**config.mk**
```make
export PLATFORM = sky130hd
export DESIGN_NAME = content_length_message_deframer_top
export DESIGN_NICKNAME = d
export VERILOG_FILES = /design/src/hw/rtl/clmd_pkg.sv /design/src/hw/rtl/clmd_value.sv /design/src/hw/rtl/content_length_message_deframer_top.sv
export VERILOG_INCLUDE_DIRS = /design/src /design/src/hw/rtl
export SDC_FILE = /design/constraint.sdc
export NUM_CORES = 1
export LEC_CHECK = 0
export ABC_AREA = 1
export ABC_CLOCK_PERIOD_IN_PS = 5750
export BUFFER_PORTS_ARGS = -buffer_cell sky130_fd_sc_hd__buf_2
export CAP_MARGIN = 20
export CORE_UTILIZATION = 63
export DETAILED_ROUTE_END_ITERATION = 7
export PLACE_DENSITY_LB_ADDON = 0.08
export SLEW_MARGIN = 10
export SYNTH_ARGS = -nofsm -noshare
export SYNTH_HDL_FRONTEND = slang
export SYNTH_SLANG_ARGS = --single-unit
```
**constraint.sdc**
```tcl
create_clock -name clk -period 5.75 [get_ports clk]
set_input_delay 1.15 -clock clk [delete_from_list [all_inputs] [get_ports clk]]
set_output_delay 1.15 -clock clk [all_outputs]
set_load 0.03 [all_outputs]
```
**src/hw/rtl/content_length_message_deframer_top_assert.svh**
```systemverilog
// Assertion macros for the Content-Length deframer.
// Used by the top level; needs signals clk and rst_n in the including scope.
`ifndef CONTENT_LENGTH_MESSAGE_DEFRAMER_TOP_ASSERT_SVH
`define CONTENT_LENGTH_MESSAGE_DEFRAMER_TOP_ASSERT_SVH

// Same-cycle implication, checked outside reset.
`define CLMD_ASSERT_NOW(label, ante, cons) \
  label: assert property (@(posedge clk) disable iff (!rst_n) (ante) |-> (cons)) \
    else $error("clmd assertion failed");

// Next-cycle implication, checked outside reset.
`define CLMD_ASSERT_NEXT(label, ante, cons) \
  label: assert property (@(posedge clk) disable iff (!rst_n) (ante) |=> (cons)) \
    else $error("clmd assertion failed");

`endif

```
**src/hw/rtl/clmd_pkg.sv**
```systemverilog
// Shared constants, types and helpers of the Content-Length deframer.
// No dependencies; used by clmd_value and the top level.
`timescale 1ns / 1ps

package clmd_pkg;

  localparam int LENGTH_BITS = 31;
  localparam logic [LENGTH_BITS-1:0] LENGTH_MAX = {LENGTH_BITS{1'b1}};

  localparam int KEY_LEN  = 16;
  localparam int MARK_LEN = 4;

  localparam logic [7:0] KEY_TEXT [KEY_LEN] = '{
    8'h43, 8'h6F, 8'h6E, 8'h74, 8'h65, 8'h6E, 8'h74, 8'h2D,
    8'h4C, 8'h65, 8'h6E, 8'h67, 8'h74, 8'h68, 8'h3A, 8'h20
  };
  localparam logic [7:0] MARK_TEXT [MARK_LEN] = '{8'h0D, 8'h0A, 8'h0D, 8'h0A};

  localparam logic [7:0] CHAR_PLUS  = 8'h2B;
  localparam logic [7:0] CHAR_MINUS = 8'h2D;
  localparam logic [7:0] CHAR_ZERO  = 8'h30;
  localparam logic [7:0] CHAR_NINE  = 8'h39;

  // Value parser phases.
  localparam logic [2:0] PH_LEAD   = 3'd0;
  localparam logic [2:0] PH_SIGN   = 3'd1;
  localparam logic [2:0] PH_DIGITS = 3'd2;
  localparam logic [2:0] PH_TRAIL  = 3'd3;
  localparam logic [2:0] PH_BAD    = 3'd4;

  typedef struct packed {
    logic [2:0]             phase;
    logic                   negative;
    logic [LENGTH_BITS-1:0] accum;
  } val_t;

  typedef struct packed {
    logic [30:0] largest_body;
    logic        framing_error;
    logic        end_of_message;
    logic        is_body;
    logic [7:0]  out_byte;
  } res_t;

  function automatic logic is_blank(input logic [7:0] b);
    is_blank = (b == 8'h20) || (b == 8'h09) || (b == 8'h0A) ||
               (b == 8'h0B) || (b == 8'h0C) || (b == 8'h0D);
  endfunction

endpackage

```
**src/hw/rtl/clmd_value.sv**
```systemverilog
// Next-state logic of the decimal length parser, one header byte per call.
// Depends on clmd_pkg.
`timescale 1ns / 1ps

module clmd_value (
  input  logic [7:0]    in_byte,
  input  clmd_pkg::val_t cur,
  output clmd_pkg::val_t nxt
);

  logic                            dig;
  logic [3:0]                      d;
  logic [clmd_pkg::LENGTH_BITS+3:0] wide;
  logic [clmd_pkg::LENGTH_BITS+3:0] a_ext;

  assign dig   = (in_byte >= clmd_pkg::CHAR_ZERO) && (in_byte <= clmd_pkg::CHAR_NINE);
  assign d     = dig ? 4'(in_byte - clmd_pkg::CHAR_ZERO) : 4'd0;
  assign a_ext = {4'd0, cur.accum};
  // accum * 10 + d, wide enough that the overflow test is a plain compare.
  assign wide  = (a_ext << 3) + (a_ext << 1) + {{clmd_pkg::LENGTH_BITS{1'b0}}, d};

  always_comb begin
    nxt = cur;
    case (cur.phase)
      clmd_pkg::PH_LEAD: begin
        if (clmd_pkg::is_blank(in_byte)) begin
          nxt.phase = clmd_pkg::PH_LEAD;
        end else if (in_byte == clmd_pkg::CHAR_PLUS) begin
          nxt.phase = clmd_pkg::PH_SIGN;
        end else if (in_byte == clmd_pkg::CHAR_MINUS) begin
          nxt.phase    = clmd_pkg::PH_SIGN;
          nxt.negative = 1'b1;
        end else if (dig) begin
          nxt.phase = clmd_pkg::PH_DIGITS;
          nxt.accum = clmd_pkg::LENGTH_BITS'(d);
        end else begin
          nxt.phase = clmd_pkg::PH_BAD;
        end
      end
      clmd_pkg::PH_SIGN: begin
        if (dig) begin
          nxt.phase = clmd_pkg::PH_DIGITS;
          nxt.accum = clmd_pkg::LENGTH_BITS'(d);
        end else begin
          nxt.phase = clmd_pkg::PH_BAD;
        end
      end
      clmd_pkg::PH_DIGITS: begin
        if (dig) begin
          if (wide > {4'd0, clmd_pkg::LENGTH_MAX}) begin
            nxt.phase = clmd_pkg::PH_BAD;
          end else begin
            nxt.accum = wide[clmd_pkg::LENGTH_BITS-1:0];
          end
        end else if (clmd_pkg::is_blank(in_byte)) begin
          nxt.phase = clmd_pkg::PH_TRAIL;
        end else begin
          nxt.phase = clmd_pkg::PH_BAD;
        end
      end
      clmd_pkg::PH_TRAIL: begin
        if (!clmd_pkg::is_blank(in_byte)) begin
          nxt.phase = clmd_pkg::PH_BAD;
        end
      end
      default: begin
        nxt.phase = clmd_pkg::PH_BAD;
      end
    endcase
  end

endmodule

```
**src/hw/rtl/content_length_message_deframer_top.sv**
```systemverilog
// Content-Length deframer: the result item of each accepted byte is registered for output.
// Throughput 1 item per cycle while in_tready is high; all framing state updates in one
// pass per byte, the deepest path being the accum*10+d add and range compare of the parser.
// A two-entry output stage (register plus skid) accepts one more byte while a result waits.
// Reset (rst_n low, synchronous) clears all framing state and the sticky error at once.
// Depends on clmd_pkg, clmd_value and the assertion header.
`timescale 1ns / 1ps

`include "content_length_message_deframer_top_assert.svh"

module content_length_message_deframer_top (
  input  logic        clk,
  input  logic        rst_n,
  input  logic        in_tvalid,
  output logic        in_tready,
  input  logic [7:0]  in_tdata,   // [7:0] in_byte
  output logic        out_tvalid,
  input  logic        out_tready,
  output logic [39:0] out_tdata,  // [7:0] out_byte, [38:8] largest_body, [39] zero
  output logic [1:0]  out_tuser,  // [0] is_body, [1] framing_error
  output logic        out_tlast   // end_of_message
);

  localparam int LB = clmd_pkg::LENGTH_BITS;

  logic          in_body_r, in_body_nxt;
  logic [1:0]    mark_r, mark_nxt;
  logic [3:0]    key_r, key_nxt;
  logic          key_seen_r, key_seen_nxt;
  clmd_pkg::val_t val_r, val_nxt, val_fed;
  logic [LB-1:0] rem_r, rem_nxt;
  logic [LB-1:0] largest_r, largest_nxt;
  logic          error_r, error_nxt;

  logic          out_valid_r, out_valid_nxt;
  logic          skid_valid_r, skid_valid_nxt;
  clmd_pkg::res_t out_data_r, out_data_nxt;
  clmd_pkg::res_t skid_data_r, skid_data_nxt;
  clmd_pkg::res_t res;

  logic          in_fire;
  logic [7:0]    b;
  logic [4:0]    key_w;
  logic [2:0]    mark_w;
  logic          hdr_ok;

  assign in_tready = !skid_valid_r;
  assign in_fire   = in_tvalid && in_tready;
  assign b         = in_tdata;

  clmd_value u_value (
    .in_byte (b),
    .cur     (val_r),
    .nxt     (val_fed)
  );

  always_comb begin
    in_body_nxt  = in_body_r;
    mark_nxt     = mark_r;
    key_nxt      = key_r;
    key_seen_nxt = key_seen_r;
    val_nxt      = val_r;
    rem_nxt      = rem_r;
    largest_nxt  = largest_r;
    error_nxt    = error_r;
    key_w        = 5'd0;
    mark_w       = 3'd0;
    hdr_ok       = 1'b0;

    res.out_byte       = b;
    res.is_body        = 1'b0;
    res.end_of_message = 1'b0;
    res.framing_error  = 1'b0;
    res.largest_body   = 31'(largest_r);

    if (error_r) begin
      res.out_byte      = 8'd0;
      res.framing_error = 1'b1;
    end else if (in_body_r) begin
      res.is_body = 1'b1;
      rem_nxt     = rem_r - LB'(1);
      if (rem_r == LB'(1)) begin
        // Last body byte: record the length, then start a fresh header.
        res.end_of_message = 1'b1;
        if (val_r.accum > largest_r) begin
          largest_nxt = val_r.accum;
        end
        res.largest_body = 31'(largest_nxt);
        in_body_nxt  = 1'b0;
        mark_nxt     = 2'd0;
        key_nxt      = 4'd0;
        key_seen_nxt = 1'b0;
        val_nxt      = '0;
        rem_nxt      = '0;
      end
    end else begin
      if (key_seen_r) begin
        val_nxt = val_fed;
      end else begin
        if (b == clmd_pkg::KEY_TEXT[key_r]) begin
          key_w = {1'b0, key_r} + 5'd1;
        end else begin
          key_w = (b == clmd_pkg::KEY_TEXT[0]) ? 5'd1 : 5'd0;
        end
        if (key_w == 5'(clmd_pkg::KEY_LEN)) begin
          key_seen_nxt = 1'b1;
          key_nxt      = 4'd0;
        end else begin
          key_nxt = key_w[3:0];
        end
      end

      if (b == clmd_pkg::MARK_TEXT[mark_r]) begin
        mark_w = {1'b0, mark_r} + 3'd1;
      end else begin
        mark_w = (b == clmd_pkg::MARK_TEXT[0]) ? 3'd1 : 3'd0;
      end
      mark_nxt = mark_w[1:0];

      if (mark_w == 3'(clmd_pkg::MARK_LEN)) begin
        // "-0" is accepted since its value is zero.
        hdr_ok = key_seen_nxt &&
                 (val_nxt.phase == clmd_pkg::PH_DIGITS ||
                  val_nxt.phase == clmd_pkg::PH_TRAIL) &&
                 !(val_nxt.negative && (val_nxt.accum != '0));
        if (!hdr_ok) begin
          error_nxt         = 1'b1;
          res.out_byte      = 8'd0;
          res.framing_error = 1'b1;
        end else if (val_nxt.accum == '0) begin
          res.end_of_message = 1'b1;
          in_body_nxt  = 1'b0;
          mark_nxt     = 2'd0;
          key_nxt      = 4'd0;
          key_seen_nxt = 1'b0;
          val_nxt      = '0;
          rem_nxt      = '0;
        end else begin
          in_body_nxt = 1'b1;
          rem_nxt     = val_nxt.accum;
          mark_nxt    = 2'd0;
        end
      end
    end
  end

  // Output register with a skid entry behind it.
  always_comb begin
    out_valid_nxt  = out_valid_r;
    skid_valid_nxt = skid_valid_r;
    out_data_nxt   = out_data_r;
    skid_data_nxt  = skid_data_r;
    if (out_valid_r && out_tready) begin
      out_valid_nxt  = skid_valid_r;
      out_data_nxt   = skid_data_r;
      skid_valid_nxt = 1'b0;
    end
    if (in_fire) begin
      if (out_valid_r && !out_tready) begin
        skid_valid_nxt = 1'b1;
        skid_data_nxt  = res;
      end else begin
        out_valid_nxt = 1'b1;
        out_data_nxt  = res;
      end
    end
  end

  always_ff @(posedge clk) begin
    if (!rst_n) begin
      in_body_r    <= 1'b0;
      mark_r       <= 2'd0;
      key_r        <= 4'd0;
      key_seen_r   <= 1'b0;
      val_r        <= '0;
      rem_r        <= '0;
      largest_r    <= '0;
      error_r      <= 1'b0;
      out_valid_r  <= 1'b0;
      skid_valid_r <= 1'b0;
    end else begin
      if (in_fire) begin
        in_body_r  <= in_body_nxt;
        mark_r     <= mark_nxt;
        key_r      <= key_nxt;
        key_seen_r <= key_seen_nxt;
        val_r      <= val_nxt;
        rem_r      <= rem_nxt;
        largest_r  <= largest_nxt;
        error_r    <= error_nxt;
      end
      out_valid_r  <= out_valid_nxt;
      skid_valid_r <= skid_valid_nxt;
    end
  end

  always_ff @(posedge clk) begin
    out_data_r  <= out_data_nxt;
    skid_data_r <= skid_data_nxt;
  end

  assign out_tvalid = out_valid_r;
  assign out_tdata  = {1'b0, out_data_r.largest_body, out_data_r.out_byte};
  assign out_tuser  = {out_data_r.framing_error, out_data_r.is_body};
  assign out_tlast  = out_data_r.end_of_message;

  `CLMD_ASSERT_NOW(a_skid_behind_out, skid_valid_r, out_valid_r)
  `CLMD_ASSERT_NEXT(a_error_sticky, error_r, error_r)
  `CLMD_ASSERT_NOW(a_body_has_bytes, in_body_r, rem_r != '0)
  `CLMD_ASSERT_NOW(a_error_item_empty, out_tvalid && out_tuser[1],
                   out_tdata[7:0] == 8'd0 && !out_tlast && !out_tuser[0])

endmodule

```
; ---- Word level (Yosys, flattened, before mapping)
; Memories as Yosys holds them, arrays and structs flattened.
; Index checks and enable logic that the tools add are counted.
[word_totals]
out_inout_bits = 45
regBits = 192
ram_bits = 0
mem_count = 1
latchBits = 0
in_bits = 12
mem_bits_ro = 128
[op_classes]
div_mod_pow = 0
muxes = 101
n_bitwise = 3
mul = 0
n_shift = 0
n_eq_ne = 20
addsub = 6
magnitude_cmp = 6
n_reduce_logical = 25
[memory_table]
columns = name, words, word_bits, read_ports, rd_ports_with_merged_regs, wr, line_no
row1 = (name not given), 16, 8, 1, 0, 0, content_length_message_deframer_top.sv:100  ; if (b == clmd_pkg::KEY_TEXT[key_r]) begin
[ops]
columns = operator, count
row1 = 2-to-1 mux 31 bit, 13
row2 = 2-to-1 mux 35 bit, 8
row3 = 2-to-1 mux 42 bit, 3
row4 = one-hot mux 31 bit (3 select lines), 1
row5 = 2-to-1 mux 32 bit, 2
row6 = 2-to-1 mux 8 bit, 8
row7 = "== test 8 x 4 -> 1 bit, second input constant", 5
row8 = adder 34 x 32 -> 35 bit, 1
row9 = adder 35 x 4 -> 35 bit, 1
row10 = "greater-than comparator 35 x 31 -> 1 bit, second input constant", 1
row11 = 2-to-1 mux 1 bit, 35
row12 = 2-to-1 mux 3 bit, 11
row13 = 2-to-1 mux 4 bit, 8
row14 = "== test 31 x 1 -> 1 bit, second input constant", 1
row15 = greater-than comparator 31 bit, 1
row16 = zero test 31 bit, 1
row17 = nonzero test 31 bit, 1
row18 = "subtractor 31 x 1 -> 31 bit, second input constant", 1
row19 = "== test 8 x 6 -> 1 bit, second input constant", 3
row20 = 2-to-1 mux 5 bit, 4
row21 = binary-select mux 8 bit (select 2 bit), 1
row22 = == test 8 bit, 2
row23 = "== test 3 x 2 -> 1 bit, second input constant", 4
row24 = 2-to-1 mux 2 bit, 6
row25 = 24 further kinds, 39

; ---- Depth between registers and ports, before layout
; Gate-level depths: netlist of run 1.
[logic_depth]
depth_word = 22
mapped_depth = 41
mapped_depth_nobuf = 38

; ---- By module
; A second synthesis of run 1 with hierarchy kept.
[unflattened]
hier_cells = 2158
area_unflattened_um2 = 14302.5
[by_module_without_submodules]
columns = mod, n_inst, seq_area_each_um2, cells_each, area_each_um2
row1 = content_length_message_deframer_top, 1, 4264.1, 1468, 10460.0
row2 = clmd_value, 1, 0.0, 690, 3842.4

; ---- Worst setup path before layout of run 1
; Ideal clock, no wire load.
[synth_path]
path_type = input -> register
startpoint = input port in_tdata[1]
endpoint = register rem_r[0]
required_time_ns = 5.637
arrival_ns = 5.251
setup_slack_ns = 0.386
stages = 38
path_cell_list = clkbuf_1 nand2_1 nand3_1 a21oi_1 buf_2 inv_1 nor2_1 ha_1 ha_1 inv_1 fa_1 inv_1 nand2_1 nand2_1 nand2_1 o21bai_2 nand2_1 nand2_1 [2 not listed] nand2_1 inv_2 buf_4 buf_2 nand4_1 nand3_1 nand2_1 nand2_1 nand2_1 nor2_1 nand2_1 nor2_2 nand3_1 nand3_2 nand3_4 buf_2 nor2_1 nor2_1
[synth_between]
elab_chain_cells = 18
elab_cells_between_ends = 75
cone_classes = add/sub (2) / order compare (3) / eq/ne (15) / mux (39) / reduce/logical (16)
[synth_rtl]
columns = item, line_no
row1 = from (decl), content_length_message_deframer_top.sv:16  ; input logic [7:0] in_tdata,
row2 = branches (longest 18 deep; another with adder 35 x 4 -> 35 bit), n/a
row3 = to (signal assigned), content_length_message_deframer_top.sv:188  ; rem_r <= rem_nxt;
row4 = to (decl), content_length_message_deframer_top.sv:31  ; logic [LB-1:0] rem_r, rem_nxt;
; Several ways; the timed one is not identified. The select of a mux whose other input is x is not followed.
; A chain may end at the register's enable or synchronous reset.

; ---- Worst setup path in the final report of run 1
[layout_path]
startpoint = input port in_tdata[3]
endpoint = register rem_r[14]
; The elaborated chain is that of the path after synthesis.

==> results.toml, run 1 <==
[detailed_routing]
wirelength_mm = 39.48
dr.pass1.iters = 5
ant_nets = 0
wl_per_cell_um = 15.96
drtIter0Drc = 1196
drc = 0
num_vias = 14200
routed_via_density = 5.740

[finish]
multi_input_area_um2 = 8192
instances_no_fill = 2474
area_delta_synth_final_pct = 9.978
register_area_um2 = 4264
fill_cells = 1913
diodes = 0
finish.utilization_pct = 70.59
final_nets = 2297
drive_above_1_share_pct = 8.113
fin_area_um2 = 15400

[worst_setup_path]
cp_top_family = "simple AND/OR/NAND/NOR gates"
worst_path_max_delay_cell = "fa_1"
crit_type = "input pin to flop"
cp_max_fo = 16
worst-path-buf-inv = 5
cpMostUsedCell = "nand2_1"
critPathLaunchType = "input pin"
cp.required_ns = 6.13
critPathArrivalTime_ns = 5.84
end_kind = "flop"
worst_path_largest_cell_delay_ns = 0.59

[synthesis]
syn_area_um2 = 14010
synthArstFlopShare_pct = 0
synthCells = 2151
synth_nets = 2267
ys_seq_elements = 192
synth_area_per_cell_um2 = 6.512
yosysUniqueCellTypes = 51
synth-edff-count = 42
synth_top_flop_cell = "dfxtp_1"
ys_seq_area_share_pct = 30.44
yosys_warnings = 0

[clock_tree]
holdBufCountCts = 0
cts_root_buf = "clkbuf_16"
clock_path_buffers = 2
h-tree-depth = 4
clkTransAtPathRegs_ns = 0.08
cts_tree = "yes"
clk_latency_ns = 0.45
cts.sinks = 192
cts_buffers = 17

[placed_design]
place_inst = 2427
dp_hpwl_mm = 28.18
gp_congestion = 0.9599
dpl_cell_area_um2 = 14550
io_buffers = 55

[floorplanning]
initial_core_util_pct = 64.18
io-pin-count = 57
rows = 54
die_w_um = 151.1
fp.coreArea_um2 = 21820
die_y_um = 151.1
die_area_um2 = 22830

[sta]
hold_viol = 0
fin_crit_sh_pct = 94.94
finClkSkew_ns = 0.02082
tns_ns = 0
period_minus_slack_ns = 5.459
slew_headroom_pct = 39.84
worstMarginPinSlew_ns = 0.8968
drv_slew = 0
fmax_mhz = 183.2
finalSetupViolCount = 0
holdWs_ns = 0.4869

[power_and_ir_drop]
seq_power_share_pct = 42.8
power_frac_comb_pct = 22.9
power.density_nw_per_um2 = 233.1
clockPowerShare_pct = 34.2
max-vdd-ir-drop_uv = 198.1
internal_power_mw = 2.334
switchingPower_mw = 1.256
p_sw_share_pct = 34.99
power.leakage_nw = 8.235

[grt]
antenna_found_initial = 0
track_usage_pct = 34.16
grt_max_degree = 71
grt_overflow = 0
grt_pass1_vias = 12540
grt_pass1_wl_mm = 61.82

[status]
outcome = "finished, final reports clean"

[hold_path]
min_path_type = "flop to flop"

[flow_run]
drv_cap = 0
==> flip-flops by register name, indices dropped and copies added, names as in the netlist, 2 cells and up <==
register,cells
skid_data_r,42
out_tdata,39
val_r,35
largest_r,31
rem_r,31
key_r,4
mark_r,2
out_tuser,2
==> logic make-up after synthesis <==
family                   share of synthesized area [%]
AO/OA/AOI/OAI                                    16.19
multiplexers                                   0.07146
AND/OR/NAND/NOR                                  29.50
flip-flops                                       30.44
XOR/XNOR                                         2.876
buffers and inverters                            11.51
adder cells (fa/ha/maj)                          9.397
other                                          0.02677
==> worst paths after layout <==
check / end / cells after the start / slack (ns) / startpoint
max: rem_r[14]$_SDFFE_PN0P_ / 33 / 0.29 / in_tdata[3]
min: val_r[31]$_SDFFE_PN0P_ / 2 / 0.49 / val_r[31]$_SDFFE_PN0P_
max reg2reg: rem_r[14]$_SDFFE_PN0P_ / 30 / 1.03 / val_r[2]$_SDFFE_PN0P_
min reg2reg: val_r[31]$_SDFFE_PN0P_ / 2 / 0.49 / val_r[31]$_SDFFE_PN0P_
==> Yosys cell counts (3+ instances only) <==
library cell  instances  area (µm²)
inv_1               309        1160
nor4_1               11       68.82
o21bai_1              5       37.54
nand4_1              56       350.3
o21ai_0             198       991.0
nand2_1             500        1877
xnor2_1              13       113.9
clkbuf_1             76       285.3
o211ai_1              4       30.03
or2_2                 7       43.79
nor2_2                3       18.77
buf_2                10       50.05
a21oi_1             129       645.6
xor2_1               33       289.0
nand3_1             106       530.5
buf_4                 5       37.54
and2_1                3       18.77
ha_1                102        1276
and3_1                4       25.02
o31ai_1               4       30.03
o22ai_1              33       206.5
buf_6                 5       56.30
nor2_1              258       968.4
nor3_1               20       100.1
nand3_2               3       30.03
inv_2                 3       11.26
dfxtp_1             150        3003
a211oi_1             25       187.7
a31oi_1               5       31.28
edfxtp_1             42        1261
==> routing by layer <==
metal,up-vias,GRT usage [%],routed length [µm]
met4,0,16.00,1771
met3,110,4.669,2665
met1,6410,45.55,17750
met2,563,54.56,17290
li1,7117,-,-
met5,-,0,0
==> per-stage QoR <==
stage	setup WS, ns	total power, mW
5_1_grt	-0.04968	3.758
3_5_place_dp	-0.1893	2.361
4_1_cts	0.2675	3.575
3_3_place_gp	-0.01649	2.339
6_report	0.2910	3.590
2_1_floorplan	0.3860	2.133
==> worst min-delay path: stages, from the launching register on <==
cell and delay, ns:
dfxtp_1 0.33, nand2_1 0.06, a21oi_1 0.05
==> power by group through the flow <==
stage,Combinational [mW],Sequential [mW],Clock [mW]
4_1_cts,0.802,1.54,1.24
3_5_place_dp,0.794,1.57,0
2_1_floorplan,0.500,1.63,0
5_1_grt,0.920,1.55,1.29
6_report,0.824,1.54,1.23
3_3_place_gp,0.776,1.56,0
==> layout by cell type, fill, tap and decap left out, types with 3 or more instances in the layout <==
master,count
nand2_2,5
inv_1,307
nor2_4,5
a211oi_1,25
buf_4,43
o22ai_1,33
clkinv_8,6
nand2_1,497
a31oi_1,5
nor2_2,5
nand3_2,4
o31ai_1,4
nor3_1,19
or2_2,7
o211ai_1,4
ha_1,102
edfxtp_1,42
and3_1,4
o21ai_0,198
nand3_1,105
nor4_1,11
xor2_1,33
nor2_1,252
and2_1,3
inv_2,3
clkbuf_16,21
a21oi_1,127
clkinv_1,3
xnor2_1,13
dfxtp_1,150
nand4_1,56
buf_2,55
o21bai_1,5
inv_6,4
==> final cells by class <==
type / count / area share, %
multi-input combinational: 1548 / 53.18
sequential: 192 / 27.68
inverter: 314 / 7.667
timing repair buffer: 108 / 5.214
clock buffer: 17 / 2.762
tap: 280 / 2.274
clock inverter: 15 / 1.226
==> what timing repair did <==
item | 4_1_cts | 5_1_grt
resized for setup | 0 | 13
buffers inserted | 0 | 8
setup endpoints to repair | 0 | 48
No activity file was read; power rests on OpenSTA's default activity.
==> run 2: changes to the inputs <==
--- a/config.mk
+++ b/config.mk
@@ -7,12 +7,13 @@
 export NUM_CORES = 1
 export LEC_CHECK = 0
 export ABC_AREA = 1
-export ABC_CLOCK_PERIOD_IN_PS = 5750
+export ABC_CLOCK_PERIOD_IN_PS = 6800
 export BUFFER_PORTS_ARGS = -buffer_cell sky130_fd_sc_hd__buf_2
 export CAP_MARGIN = 20
-export CORE_UTILIZATION = 63
+export CORE_UTILIZATION = 65
 export DETAILED_ROUTE_END_ITERATION = 7
 export PLACE_DENSITY_LB_ADDON = 0.08
+export REMOVE_ABC_BUFFERS = 1
 export SLEW_MARGIN = 10
 export SYNTH_ARGS = -nofsm -noshare
 export SYNTH_HDL_FRONTEND = slang
==> constraint.sdc (replaced) <==
create_clock -name clk -period 6.8 [get_ports clk]
set_input_delay 1.36 -clock clk [delete_from_list [all_inputs] [get_ports clk]]
set_output_delay 1.36 -clock clk [all_outputs]
set_load 0.03 [all_outputs]
==> run 2 against run 1 <==
Count of clock-buffer cells in the layout unchanged; combinational power shrank 19%; non-clock buffer count decreased by 35; total power shrank 15%; via count decreased by 2.1%; global-route usage increased by 0.69 points; first-iteration DRC count is 9.4% higher; die area shrank 3.0%; critical endpoint is now rem_r[18]$_SDFFE_PN0P_; largest cell class unchanged; largest power group unchanged; highest routed layer unchanged.
==> results.toml, run 2 (same netlist as run 1, synthesis figures left out) <==
[detailed_routing]
dr.pass1.iters = 6
ant_nets = 0
drc = 0
routed_via_density = 5.711
wirelength_mm = 37.99
num_vias = 13900
drtIter0Drc = 1308
wl_per_cell_um = 15.61

[worst_setup_path]
worst-path-buf-inv = 8
critPathLaunchType = "input pin"
crit_end = "rem_r[18]$_SDFFE_PN0P_"
cp_top_family = "simple AND/OR/NAND/NOR gates"
cp_max_fo = 61
r2r_cells = 30
worst_r2r_endpoint = "rem_r[22]$_SDFFE_PN0P_"
worst_path_max_delay_cell = "fa_1"
worstSetupPathDepth = 38
rr_startpoint = "val_r[0]$_SDFFE_PN0P_"
cp.required_ns = 7.14
critPathLaunch = "in_tdata[7]"
worst_path_largest_cell_delay_ns = 0.40
cpMostUsedCell = "nand2_1"
r2r_setup_slack_ns = 1.72
end_kind = "flop"
critPathArrivalTime_ns = 6.38
crit_type = "input pin to flop"

[flow_run]
drv_cap = 0

[sta]
holdWs_ns = 0.4775
fmax_mhz = 165.5
period_minus_slack_ns = 6.041
slew_headroom_pct = 23.03
fin_crit_sh_pct = 88.84
finClkSkew_ns = 0.01555
finalSetupViolCount = 0
drv_slew = 0
worstMarginPinSlew_ns = 1.151
hold_viol = 0
rsz0062_at_grt = "false"

[power_and_ir_drop]
power.density_nw_per_um2 = 202.8
max-vdd-ir-drop_uv = 161.2
power.leakage_nw = 8.010

[finish]
finish.utilization_pct = 71.02
instances_no_fill = 2434
diodes = 0
fin_area_um2 = 14980
final_cell_mix = "nand2_1 (499), inv_1 (308), nor2_1 (256), o21ai_0 (198), dfxtp_1 (150)"
largest_reg_flops = 42
drive_above_1_share_pct = 6.207
final_nets = 2262
regMostFlops = "skid_data_r"
final_common_cell = "nand2_1"
area_delta_synth_final_pct = 6.923

[floorplanning]
die_y_um = 148.8
rows = 53
die_area_um2 = 22140
die_w_um = 148.8
fp.coreArea_um2 = 21090
initial_core_util_pct = 66.42
io-pin-count = 57

[clock_tree]
holdBufCountCts = 0
cts_root_buf = "clkbuf_16"
cts_buffers = 17
cts_tree = "yes"
h-tree-depth = 4
clk_latency_ns = 0.44
clkTransAtPathRegs_ns = 0.09
cts_resized = 0
cts.sinks = 192
clock_path_buffers = 2
cts_setup_buffers = 0

[status]
outcome = "finished, final reports clean"

[placed_design]
io_buffers = 55
gp_congestion = 0.9773
dpl_cell_area_um2 = 14360
dp_hpwl_mm = 27.70
place_inst = 2402

[grt]
grt_overflow = 0
track_usage_pct = 34.85
antenna_found_initial = 0
grt_pass1_wl_mm = 61.59
grt_max_degree = 74
grt_pass1_vias = 12560

[hold_path]
min_path_type = "flop to flop"
[run 2: cell types whose count changed in the layout (fill, tap and decap cells not counted), sizes merged]
cell / previous run / this run
buf: 104 / 73
clkbuf: 21 / 17
clkinv: 11 / 9
inv: 318 / 320
[run 2: stage by stage]
stage          TNS, ns  worst slack (ns)  total power [mW]
2_1_floorplan   -2.778          -0.09057             1.782
3_3_place_gp         0            0.6503             1.965
3_5_place_dp         0            0.4624             1.981
4_1_cts              0            0.8317             3.039
5_1_grt              0            0.1978             3.177
6_report             0            0.7591             3.037
[run 2: final cells by class]
cell class,count,area [µm²]
Multi-Input combinational cell,1548,8158
Fill cell,1851,6111
Sequential cell,192,4264
Inverter,314,1179
Clock buffer,17,425.4
Timing Repair Buffer,73,410.4
Tap cell,275,344.1
Clock inverter,15,196.4
[run 2: routing by layer]
metal | track usage (%) | wire length (µm) | vias to the layer above | share of wire (%)
met3 | 4.893 | 2771 | 51 | 7.3
met5 | 0 | 0 | - | 0
met2 | 55.72 | 17300 | 477 | 46
li1 | - | - | 7011 | -
met4 | 9.286 | 641 | 0 | 1.7
met1 | 49.13 | 17280 | 6361 | 45
[run 2: where the power goes]
| group | internal [mW] | switching (mW) | total, mW |
|---|---|---|---|
| sequential | 1.24 | 0.0635 | 1.30 |
| clock | 0.511 | 0.553 | 1.06 |
| combinational | 0.217 | 0.454 | 0.671 |
| total | 1.97 | 1.07 | 3.04 |
[run 2: worst register-to-register path: cells and delay by family, from the launching register on]
kind,cells,cell delay (ns)
adders and majority gates,2,0.90
buffers and inverters,3,0.74
DFF,1,0.44
and+or+nand+nor,25,2.92
[run 2: how the worst min path moves through the flow]
stage | startpoint | end | slack [ns] | cells after the start
after global placement | val_r[31]$_SDFFE_PN0P_ | val_r[31]$_SDFFE_PN0P_ | 0.46 | 2
after CTS | val_r[31]$_SDFFE_PN0P_ | val_r[31]$_SDFFE_PN0P_ | 0.47 | 2
final | val_r[31]$_SDFFE_PN0P_ | val_r[31]$_SDFFE_PN0P_ | 0.48 | 2
after detailed placement | val_r[31]$_SDFFE_PN0P_ | val_r[31]$_SDFFE_PN0P_ | 0.46 | 2
after global routing | val_r[31]$_SDFFE_PN0P_ | val_r[31]$_SDFFE_PN0P_ | 0.52 | 2
after floorplan | val_r[31]$_SDFFE_PN0P_ | val_r[31]$_SDFFE_PN0P_ | 0.44 | 2
